$ cat config.mk
export PLATFORM = sky130hd
export DESIGN_NAME = sac_div_cell
export DESIGN_NICKNAME = d
export VERILOG_FILES = /design/src/hdl/sac_pkg.sv /design/src/hdl/sac_div_cell.sv
export SDC_FILE = /design/constraint.sdc
export NUM_CORES = 1
export LEC_CHECK = 0
export ABC_AREA = 0
export BUFFER_PORTS_ARGS = -buffer_cell sky130_fd_sc_hd__clkbuf_2
export CORE_ASPECT_RATIO = 1.2
export CORE_MARGIN = 5
export CORE_UTILIZATION = 49
export DETAILED_ROUTE_END_ITERATION = 7
export GPL_ROUTABILITY_DRIVEN = 0
export PLACE_DENSITY = 0.82
export SKIP_LAST_GASP = 1
export SYNTH_ARGS = -nofsm -noshare
export SYNTH_HDL_FRONTEND = slang
export SYNTH_SLANG_ARGS = --single-unit
$ cat constraint.sdc
create_clock -name i_clk -period 5.04 [get_ports i_clk]
set_input_delay 1.008 -clock i_clk [delete_from_list [all_inputs] [get_ports i_clk]]
set_output_delay 1.008 -clock i_clk [all_outputs]
set_load 0.005 [all_outputs]
$ cat src/hdl/sac_pkg.sv
package sac_pkg;

    // Fixed field widths
    localparam int VEL_BITS  = 16;
    localparam int FT_BITS   = 10;
    localparam int DV_BITS   = 17;   // velocity difference
    localparam int DISP_BITS = 28;   // (va - vb) * frame_time, Q20.8
    localparam int MAG_BITS  = 26;   // |displacement| never reaches 2^26
    localparam int PX_BITS   = 20;   // displacement in whole pixels
    localparam int OUT_T_BITS = 16;  // entry_time port width

    localparam logic [FT_BITS-1:0] FT_RESET = 10'd16;

    // Hit side codes
    localparam logic [1:0] SIDE_LEFT   = 2'd0;
    localparam logic [1:0] SIDE_RIGHT  = 2'd1;
    localparam logic [1:0] SIDE_BOTTOM = 2'd2;
    localparam logic [1:0] SIDE_TOP    = 2'd3;

    // Three-way compare result
    typedef enum logic [1:0] {
        CMP_LT,
        CMP_EQ,
        CMP_GT
    } t_cmp;

    // Infinity tag of a time value; encoding order matches numeric order
    typedef enum logic [1:0] {
        INF_NEG,
        INF_NONE,
        INF_POS
    } t_inf;

    // Control that travels alongside the divider payload
    typedef struct packed {
        logic       valid;
        logic       hit;
        logic [1:0] side;
    } t_ctl;

    // Compare two times given their infinity tags and the cross-product compare
    function automatic t_cmp time_cmp(t_inf a, t_inf b, logic lt, logic eq);
        t_cmp res;
        if (a != INF_NONE || b != INF_NONE) begin
            if (a == b) res = CMP_EQ;
            else if (a < b) res = CMP_LT;
            else res = CMP_GT;
        end else if (lt) begin
            res = CMP_LT;
        end else if (eq) begin
            res = CMP_EQ;
        end else begin
            res = CMP_GT;
        end
        return res;
    endfunction

endpackage

$ cat src/hdl/sac_div_cell.sv
// One restoring-division cell: produces one quotient bit per item.
module sac_div_cell #(
    parameter int D_BITS = 26,
    parameter int Q_BITS = 15
) (
    input  logic                i_clk,
    input  logic                i_rst_n,
    input  logic                i_en,
    input  sac_pkg::t_ctl       i_ctl,
    input  logic [D_BITS-1:0]   i_rem,
    input  logic [D_BITS-1:0]   i_den,
    input  logic [Q_BITS-1:0]   i_quo,
    output sac_pkg::t_ctl       o_ctl,
    output logic [D_BITS-1:0]   o_rem,
    output logic [D_BITS-1:0]   o_den,
    output logic [Q_BITS-1:0]   o_quo
);

    logic [D_BITS:0]   w_trial;
    logic              w_ge;
    logic [D_BITS:0]   w_diff;
    sac_pkg::t_ctl     r_ctl;
    logic [D_BITS-1:0] r_rem, n_rem;
    logic [D_BITS-1:0] r_den;
    logic [Q_BITS-1:0] r_quo, n_quo;

    // Shift remainder, trial subtract; remainder stays below the divisor
    always_comb begin
        w_trial = {i_rem, 1'b0};
        w_ge    = w_trial >= {1'b0, i_den};
        w_diff  = w_trial - {1'b0, i_den};
        n_rem   = w_ge ? w_diff[D_BITS-1:0] : w_trial[D_BITS-1:0];
        n_quo   = {i_quo[Q_BITS-2:0], w_ge};
    end

    always_ff @(posedge i_clk) begin
        if (!i_rst_n) begin
            r_ctl <= '0;
        end else if (i_en) begin
            r_ctl <= i_ctl;
        end
    end

    always_ff @(posedge i_clk) begin
        if (i_en) begin
            r_rem <= n_rem;
            r_den <= i_den;
            r_quo <= n_quo;
        end
    end

    assign o_ctl = r_ctl;
    assign o_rem = r_rem;
    assign o_den = r_den;
    assign o_quo = r_quo;

endmodule

==> impl_metrics.env, run 1 <==
export IMPL_outcome="finished, final reports clean"
export IMPL_setup_tns_ps=0
export IMPL_final_nets=603
export IMPL_remaining_drc_errors=0
export IMPL_synth_top_area_cell="edfxtp_1"
export IMPL_netlist_top_cells_area="edfxtp_1 (51%), ha_1 (8.3%), a21oi_1 (3.4%)"
export IMPL_hp_class="reg2reg"
export IMPL_ios=145
export IMPL_die_h_microns=108
export IMPL_synthTopCellsByCount="edfxtp_1 (67), nand2_1 (33), inv_1 (32), a21oi_1 (27), o21ai_0 (27)"
export IMPL_yosys_area_top_type_share_pct=51.2
export IMPL_synth_edf_count=67
export IMPL_diodes=0
export IMPL_cts_max_path_buffers=2
export IMPL_cp_cell_sequence="clkbuf_2 > inv_1 > fa_1 > a21oi_1 > o211ai_1 > a311oi_1 > nor2_1 > a21o_1 > a2111o_1 > o221a_1"
export IMPL_finalMaxSlewViolations=0
export IMPL_root_buffer="clkbuf_8"
export IMPL_wl_per_cell_microns=15.1
export IMPL_crit_slowest_cell="fa_1"
export IMPL_clock_skew_ps=0
export IMPL_grt_pass1_vias=3196
export IMPL_place_area_sq_um=4730
export IMPL_syn2layout_area_growth_pct=25.5
export IMPL_ys_warn_count=0
export IMPL_grtUsageMet2_pct=32.8
export IMPL_drtIter0Drc=184
export IMPL_final_cell_area_sq_um=4930
export IMPL_finalHoldViolCount=0
export IMPL_vias_per_cell=5.26
export IMPL_power_density_nw_per_um2=313
export IMPL_crit_buf_inv=2
export IMPL_clk_pin_slew_worst_paths_ps=80
export IMPL_floorplan_rows=35
export IMPL_dp_hpwl_microns=7040
export IMPL_drtAntennaViolNets=0
export IMPL_max_freq_mhz=306
export IMPL_wirelength_microns=9070
export IMPL_crit_type="in2reg"
export IMPL_fill_cells=648
export IMPL_whs_ps=527
export IMPL_dr_total_vias=3152
export IMPL_grt_util_met3_pct=5.36
export IMPL_leakage_nw=2.26
export IMPL_placeableCoreArea_sq_um=7750
export IMPL_insertion_delay_ps=350
export IMPL_dominantRegCellSynth="edfxtp_1"
export IMPL_start_kind="input port"
export IMPL_synth_distinct_cells=50
export IMPL_start_util_pct=50.7
export IMPL_grt_start_max_net_pins=72
export IMPL_cp_max_fo=3
export IMPL_avgSynthCellArea_sq_um=11.0
export IMPL_synth_seq_area_share_pct=53.3
export IMPL_crit_required_ps=5140
export IMPL_crit_family="compound AO/OA/AOI/OAI gates"
export IMPL_cts_tree="built"
export IMPL_rrSetupSlack_ps=4420
export IMPL_grt_most_used_layer="met2"
export IMPL_yosysMostFrequentCell="edfxtp_1"
export IMPL_vdd_ir_drop_max_mv=0.159
export IMPL_grt_overflow=0
export IMPL_slowest_delay_ps=460
export IMPL_rsz0062_at_grt="no"
export IMPL_synthesis_nets=459
export IMPL_cts_setup_buffers=0
export IMPL_met1_usage_pct=21.1
export IMPL_worst_slew_pin_slew_ps=896
export IMPL_final_period_utilization_pct=64.8
export IMPL_port_buffers=143
export IMPL_htree_levels=3
export IMPL_cts_hold_buf=0
export IMPL_final_core_utilization_pct=63.6
export IMPL_crit_path_end_kind="flip-flop"
export IMPL_ctsResizeCount=0
export IMPL_drv_cap=0
export IMPL_antenna_found_initial=0
export IMPL_drtPass1Iterations=4
export IMPL_dieArea_sq_um=9910
export IMPL_synth_seq_cells=71
export IMPL_total_power_mw=1.54
export IMPL_drive_above_1_share_pct=33.1
export IMPL_grt_pass1_wl_microns=14800
export IMPL_cp_data_arrival_time_ps=3370
export IMPL_cts_sinks=71
export IMPL_slew_headroom_pct=40.3
export IMPL_fin_crit_ps=3270
export IMPL_setup_viol=0
export IMPL_grtUsageTotal_pct=18.5
export IMPL_synth_cells=358
export IMPL_async_flop_share_pct=0
export IMPL_numCtsBuffers=9
export IMPL_die_x_microns=91.7
export IMPL_syn_cell_area_sq_um=3930
## cell usage in the layout (no fill, tap or decap), types with 8 or more instances in the layout
cell type,synthesis,layout
inv_1,32,32
nor2_1,18,18
xnor2_1,9,9
a21o_1,8,8
a21oi_1,27,27
clkbuf_8,0,9
edfxtp_1,67,67
ha_1,26,26
o21ai_0,27,27
xor2_1,11,11
clkbuf_2,0,142
nand2_1,33,33
## area by class of cell
type / count / area, sq um / share of cell area, %
Sequential cell: 71 / 2090 / 42.4
Multi-Input combinational cell: 242 / 1660 / 33.7
Timing Repair Buffer: 145 / 733 / 14.9
Clock buffer: 9 / 124 / 2.51
Inverter: 33 / 124 / 2.51
Tap cell: 92 / 115 / 2.33
Clock inverter: 7 / 80.1 / 1.62
## where the power goes
part | internal, mW | leakage, nW | switching, mW | total [mW]
clock network | 0.235 | 0.102 | 0.229 | 0.464
registers | 0.722 | 0.688 | 0.0165 | 0.739
logic | 0.153 | 1.47 | 0.189 | 0.342
## path summary, 6_finish.rpt
kind / startpoint / endpoint / depth (start not counted)
hold reg to reg: o_ctl[0]$_SDFFE_PN0P_ / o_ctl[0]$_SDFFE_PN0P_ / 2
hold / removal: o_ctl[0]$_SDFFE_PN0P_ / o_ctl[0]$_SDFFE_PN0P_ / 2
setup / recovery: i_den[0] / o_rem[24]$_DFFE_PP_ / 10
setup reg to reg: o_ctl[1]$_SDFFE_PN0P_ / o_ctl[1]$_SDFFE_PN0P_ / 2
## cell families (layout without fill, tap and decap cells)
group	after synthesis	in the layout	synth area share (%)
AO/OA/AOI/OAI	96	96	15.3
AND/OR/NAND/NOR	92	92	11.9
flip-flops	71	71	53.3
buffers and inverters	45	194	4.40
adder cells (fa/ha/maj)	27	27	8.79
XOR/XNOR	20	20	4.46
multiplexers	7	7	1.88
## state kept, by name (all words and copies together), names as in the netlist
register	count
o_ctl	4
o_quo	15
o_den	26
o_rem	26
## stage by stage
stage	setup slack [ps]	std cells
after CTS	1820	599
final	1770	599
after detailed placement	1470	583
after global placement	1460	583
after floorplan	1840	358
after global routing	1590	599
## tightest hold or removal path, stage by stage, from the launching register on
cell and delay (ps):
dfxtp_1 330, mux2i_1 70, nor2b_1 100
## per-layer routing
layer	part of all wire [%]	up-vias	routed length, microns
li1	-	1595	-
met1	40	1450	3670
met4	1.4	0	131
met5	0	-	0
met2	52	99	4670
met3	6.6	8	594
No activity file was read; power rests on OpenSTA's default activity.
==> inputs of run 2 (changes only) <==
--- a/config.mk
+++ b/config.mk
@@ -9,10 +9,10 @@
 export BUFFER_PORTS_ARGS = -buffer_cell sky130_fd_sc_hd__clkbuf_2
 export CORE_ASPECT_RATIO = 1.2
 export CORE_MARGIN = 5
-export CORE_UTILIZATION = 49
+export CORE_UTILIZATION = 45
 export DETAILED_ROUTE_END_ITERATION = 7
 export GPL_ROUTABILITY_DRIVEN = 0
-export PLACE_DENSITY = 0.82
+export PLACE_DENSITY = 0.8
 export SKIP_LAST_GASP = 1
 export SYNTH_ARGS = -nofsm -noshare
 export SYNTH_HDL_FRONTEND = slang
==> constraint.sdc (replaced) <==
create_clock -name i_clk -period 2.9 [get_ports i_clk]
set_input_delay 0.58 -clock i_clk [delete_from_list [all_inputs] [get_ports i_clk]]
set_output_delay 0.58 -clock i_clk [all_outputs]
set_load 0.005 [all_outputs]
==> impl_metrics.env, run 2 (synthesis gave the netlist of run 1 again) <==
export IMPL_drtIter0Drc=93
export IMPL_clk_pin_slew_worst_paths_ps=80
export IMPL_hp_class="in2reg"
export IMPL_cts_hold_buf=0
export IMPL_power_density_nw_per_um2=562
export IMPL_grt_overflow=0
export IMPL_vias_per_cell=5.06
export IMPL_wl_per_cell_microns=14.0
export IMPL_root_buffer="clkbuf_8"
export IMPL_grt_pass1_vias=3506
export IMPL_critical_path_reg2reg_startpoint="o_ctl[3]$_SDFFE_PN0P_"
export IMPL_port_buffers=143
export IMPL_drtPass1Iterations=4
export IMPL_pwr_share_clk_pct=34.7
export IMPL_cp_data_arrival_time_ps=2780
export IMPL_grt_pass1_wl_microns=15100
export IMPL_cp_max_fo=3
export IMPL_die_x_microns=95.3
export IMPL_start_kind="input port"
export IMPL_cts_sinks=71
export IMPL_final_period_utilization_pct=92.6
export IMPL_die_h_microns=112
export IMPL_p_comb_share_pct=22.1
export IMPL_pwr_share_seq_pct=43.2
export IMPL_diodes=0
export IMPL_wirelength_microns=9240
export IMPL_placeableCoreArea_sq_um=8560
export IMPL_p_sw_share_pct=24.9
export IMPL_cts_setup_buffers=0
export IMPL_crit_path_end_kind="flip-flop"
export IMPL_final_cells=659
export IMPL_drive_above_1_share_pct=37.5
export IMPL_leakage_nw=2.46
export IMPL_max_freq_mhz=372
export IMPL_slew_headroom_pct=40.2
export IMPL_finalMaxSlewViolations=0
export IMPL_start_util_pct=45.9
export IMPL_crit_required_ps=3000
export IMPL_final_cell_mix="clkbuf_2 (142), edfxtp_1 (67), buf_4 (38)"
export IMPL_grt_start_max_net_pins=72
export IMPL_antenna_found_initial=0
export IMPL_floorplan_rows=37
export IMPL_cts_tree="built"
export IMPL_dr_total_vias=3334
export IMPL_total_power_mw=2.97
export IMPL_crit_type="in2reg"
export IMPL_worst_slew_pin_slew_ps=897
export IMPL_intPower_mw=2.23
export IMPL_hold_depth=1
export IMPL_numCtsBuffers=9
export IMPL_drv_cap=0
export IMPL_r2r_cells=2
export IMPL_finalHoldViolCount=0
export IMPL_final_common_cell="clkbuf_2"
export IMPL_final_nets=638
export IMPL_remaining_drc_errors=0
export IMPL_setup_tns_ps=0
export IMPL_ios=145
export IMPL_whs_ps=395
export IMPL_syn2layout_area_growth_pct=34.6
export IMPL_dp_cells=643
export IMPL_setup_viol=0
export IMPL_crit_start="i_rem[0]"
export IMPL_dieArea_sq_um=10700
export IMPL_htree_levels=3
export IMPL_clock_skew_ps=0
export IMPL_fin_crit_ps=2690
export IMPL_cts_max_path_buffers=2
export IMPL_drtAntennaViolNets=0
export IMPL_min_from="i_quo[6]"
export IMPL_dp_hpwl_microns=7430
export IMPL_rsz0062_at_grt="no"
export IMPL_grtUsageTotal_pct=17.8
export IMPL_final_core_utilization_pct=61.7
export IMPL_insertion_delay_ps=350
export IMPL_p_switching_uw=739
export IMPL_ctsResizeCount=0
export IMPL_vdd_ir_drop_max_mv=0.245
export IMPL_outcome="finished, final reports clean"
run 2: power groups by stage:
stage	Combinational [mW]	Clock (mW)	Sequential, mW
finish	0.656	1.03	1.28
global route	0.733	1.10	1.29
CTS	0.661	1.06	1.28
detailed placement	0.657	0	1.31
global placement	0.639	0	1.30
floorplan	0.320	0	1.32
run 2: worst paths after layout:
path                                end  slack (ps)
setup / recovery    o_rem[24]$_DFFE_PP_         210
setup reg to reg  o_ctl[3]$_SDFFE_PN0P_        2260
hold / removal       o_quo[7]$_DFFE_PP_         400
hold reg to reg   o_ctl[2]$_SDFFE_PN0P_         530
run 2: worst max-delay path: stages:
cell      delay, ps
clkbuf_2        120
fa_1            440
a21oi_1         230
o211ai_1        150
a311oi_1        310
buf_4           160
nor2_1           50
a21o_1          200
a2111o_1        410
o221a_1         130
run 2: per-layer routing:
metal  share of wire (%)  global-route usage, %
met2                  51                   32.1
met1                  38                   18.1
met4                 3.2                   8.37
met3                 7.2                   5.76
met5                   0                      0
run 2: layout make-up:
class | count | area (sq um)
Tap cell | 117 | 146
Multi-Input combinational cell | 242 | 1660
Sequential cell | 71 | 2090
Fill cell | 731 | 3280
Clock buffer | 9 | 124
Timing Repair Buffer | 180 | 996
Inverter | 33 | 124
Clock inverter | 7 | 143
run 2: per-stage QoR:
stage                     setup WS [ps]  area [sq um]
final                               213          5290
after global routing               45.1          5290
after CTS                           248          5290
after floorplan                     130          3930
after detailed placement           -111          5020
after global placement             -129          5020
==> inputs of run 3 (changes only) <==
--- a/config.mk
+++ b/config.mk
@@ -8,11 +8,12 @@
 export ABC_AREA = 0
 export BUFFER_PORTS_ARGS = -buffer_cell sky130_fd_sc_hd__clkbuf_2
 export CORE_ASPECT_RATIO = 1.2
-export CORE_MARGIN = 5
-export CORE_UTILIZATION = 45
+export CORE_MARGIN = 10
+export CORE_UTILIZATION = 49
+export CTS_CLUSTER_DIAMETER = 150
 export DETAILED_ROUTE_END_ITERATION = 7
 export GPL_ROUTABILITY_DRIVEN = 0
-export PLACE_DENSITY = 0.8
+export PLACE_DENSITY = 0.82
 export SKIP_LAST_GASP = 1
 export SYNTH_ARGS = -nofsm -noshare
 export SYNTH_HDL_FRONTEND = slang
==> constraint.sdc (replaced) <==
create_clock -name i_clk -period 2.7 [get_ports i_clk]
set_input_delay 0.54 -clock i_clk [delete_from_list [all_inputs] [get_ports i_clk]]
set_output_delay 0.54 -clock i_clk [all_outputs]
set_load 0.005 [all_outputs]
==> impl_metrics.env, run 3 (synthesis gave the netlist of run 1 again) <==
export IMPL_outcome="finished, final reports clean"
export IMPL_hp_class="in2reg"
export IMPL_final_core_utilization_pct=69.5
export IMPL_grtUsageTotal_pct=17.2
export IMPL_hold_path_endpoint="o_quo[11]$_DFFE_PP_"
export IMPL_critical_path_reg2reg_startpoint="o_ctl[0]$_SDFFE_PN0P_"
export IMPL_leakage_nw=2.54
export IMPL_final_cells=660
export IMPL_drtAntennaViolNets=0
export IMPL_drtIter0Drc=209
export IMPL_grt_pass1_wl_microns=16600
export IMPL_wl_per_cell_microns=15.7
export IMPL_grt_overflow=0
export IMPL_max_freq_mhz=388
export IMPL_dp_cells=644
export IMPL_final_nets=664
export IMPL_min_from="i_quo[10]"
export IMPL_slew_headroom_pct=64.8
export IMPL_vdd_ir_drop_max_mv=0.310
export IMPL_die_h_microns=118
export IMPL_cp_cell_sequence="clkbuf_2 > inv_1 > fa_1 > a21oi_1 > o211ai_1 > a311oi_1 > buf_4 > nor2_1 > a21o_1 > a2111o_1 > o221a_1"
export IMPL_cp_depth=11
export IMPL_cts_tree="built"
export IMPL_finalMaxSlewViolations=0
export IMPL_final_common_cell="clkbuf_2"
export IMPL_rsz0062_at_grt="no"
export IMPL_diodes=0
export IMPL_dp_hpwl_microns=8430
export IMPL_floorplan_rows=35
export IMPL_start_kind="input port"
export IMPL_crit_type="in2reg"
export IMPL_antenna_found_initial=0
export IMPL_slowest_delay_ps=430
export IMPL_crit_required_ps=2810
export IMPL_start_util_pct=50.7
export IMPL_port_buffers=143
export IMPL_clk_pin_slew_worst_paths_ps=90
export IMPL_remaining_drc_errors=0
export IMPL_crit_slowest_cell="fa_1"
export IMPL_cts_sinks=71
export IMPL_numCtsBuffers=9
export IMPL_crit_family="compound AO/OA/AOI/OAI gates"
export IMPL_wirelength_microns=10400
export IMPL_placeableCoreArea_sq_um=7750
export IMPL_dr_total_vias=3409
export IMPL_finalHoldViolCount=0
export IMPL_r2r_end="o_ctl[0]$_SDFFE_PN0P_"
export IMPL_power_density_nw_per_um2=549
export IMPL_final_cell_mix="clkbuf_2 (142), edfxtp_1 (67), buf_4 (63)"
export IMPL_crit_path_end_kind="flip-flop"
export IMPL_drive_above_1_share_pct=40.5
export IMPL_seqCellArea_sq_um=2090
export IMPL_rrSetupSlack_ps=2080
export IMPL_cp_data_arrival_time_ps=2690
export IMPL_cp_max_fo=3
export IMPL_dieArea_sq_um=12000
export IMPL_vias_per_cell=5.17
export IMPL_whs_ps=345
export IMPL_grt_pass1_vias=3507
export IMPL_htree_levels=3
export IMPL_r2r_cells=2
export IMPL_insertion_delay_ps=350
export IMPL_final_period_utilization_pct=95.4
export IMPL_multiInputGateArea_sq_um=1670
export IMPL_syn2layout_area_growth_pct=37.1
export IMPL_crit_buf_inv=3
export IMPL_total_power_mw=2.96
export IMPL_hold_depth=1
export IMPL_setup_viol=0
export IMPL_fill_cells=592
export IMPL_die_x_microns=102
export IMPL_grt_start_max_net_pins=48
export IMPL_drtPass1Iterations=4
export IMPL_root_buffer="clkbuf_8"
export IMPL_clock_skew_ps=0
export IMPL_drv_cap=0
export IMPL_worst_slew_pin_slew_ps=523
export IMPL_fin_crit_ps=2580
export IMPL_cts_max_path_buffers=2
export IMPL_ios=145
-- run 3: cell types whose count changed in the layout (fill, tap and decap cells not counted) --
cell | previous run | this run
buf_12 | 0 | 1
buf_4 | 38 | 63
bufinv_16 | 4 | 0
clkinv_2 | 1 | 0
clkinvlp_4 | 0 | 2
inv_6 | 1 | 3
inv_8 | 0 | 1
o21ai_1 | 3 | 2
o21ai_2 | 0 | 1
-- run 3: layout make-up --
cell class	count	area share, %
repair buffers	206	22.3
clock buffers	9	2.30
flip-flops and latches	71	38.8
multi-input cells	242	30.9
clock inverters	7	1.14
inverters	33	2.30
well taps	92	2.14
-- run 3: worst max path at each step --
stage          startpoint                  end  slack [ps]
2_1_floorplan   i_den[20]   o_rem[1]$_DFFE_PP_           5
3_3_place_gp     i_den[0]  o_rem[24]$_DFFE_PP_        -180
3_5_place_dp     i_den[0]  o_rem[24]$_DFFE_PP_        -250
4_1_cts          i_den[0]  o_rem[24]$_DFFE_PP_         140
5_1_grt          i_den[8]  o_rem[23]$_DFFE_PP_           6
6_report         i_den[0]  o_rem[24]$_DFFE_PP_         120
-- run 3: repair_timing --
| action | in CTS | in global routing |
|---|---|---|
| buffers inserted | 0 | 0 |
| endpoints found under the setup margin | 0 | 1 |
| hold buffers | 0 | 0 |
| resized for setup | 0 | 1 |
-- run 3: per-layer routing --
layer	up-vias	GRT usage, %	part of all wire (%)
li1	1717	-	-
met1	1556	18.3	38
met2	119	30.7	53
met3	17	4.99	7.2
met4	0	6.45	2.2
met5	-	0	0
-- run 3: metrics by stage --
| step | TNS, ps | area (sq um) | setup slack, ps |
|---|---|---|---|
| 2_1_floorplan | 0 | 3930 | 4.72 |
| 3_3_place_gp | -1070 | 5200 | -182 |
| 3_5_place_dp | -2010 | 5200 | -247 |
| 4_1_cts | 0 | 5380 | 137 |
| 5_1_grt | 0 | 5390 | 5.98 |
| 6_report | 0 | 5390 | 124 |
-- run 3: report_power, final --
part / internal [mW] / leakage (nW) / switching [mW]
Combinational: 0.377 / 1.77 / 0.387
Sequential: 1.35 / 0.688 / 0.0295
Clock: 0.351 / 0.0888 / 0.464
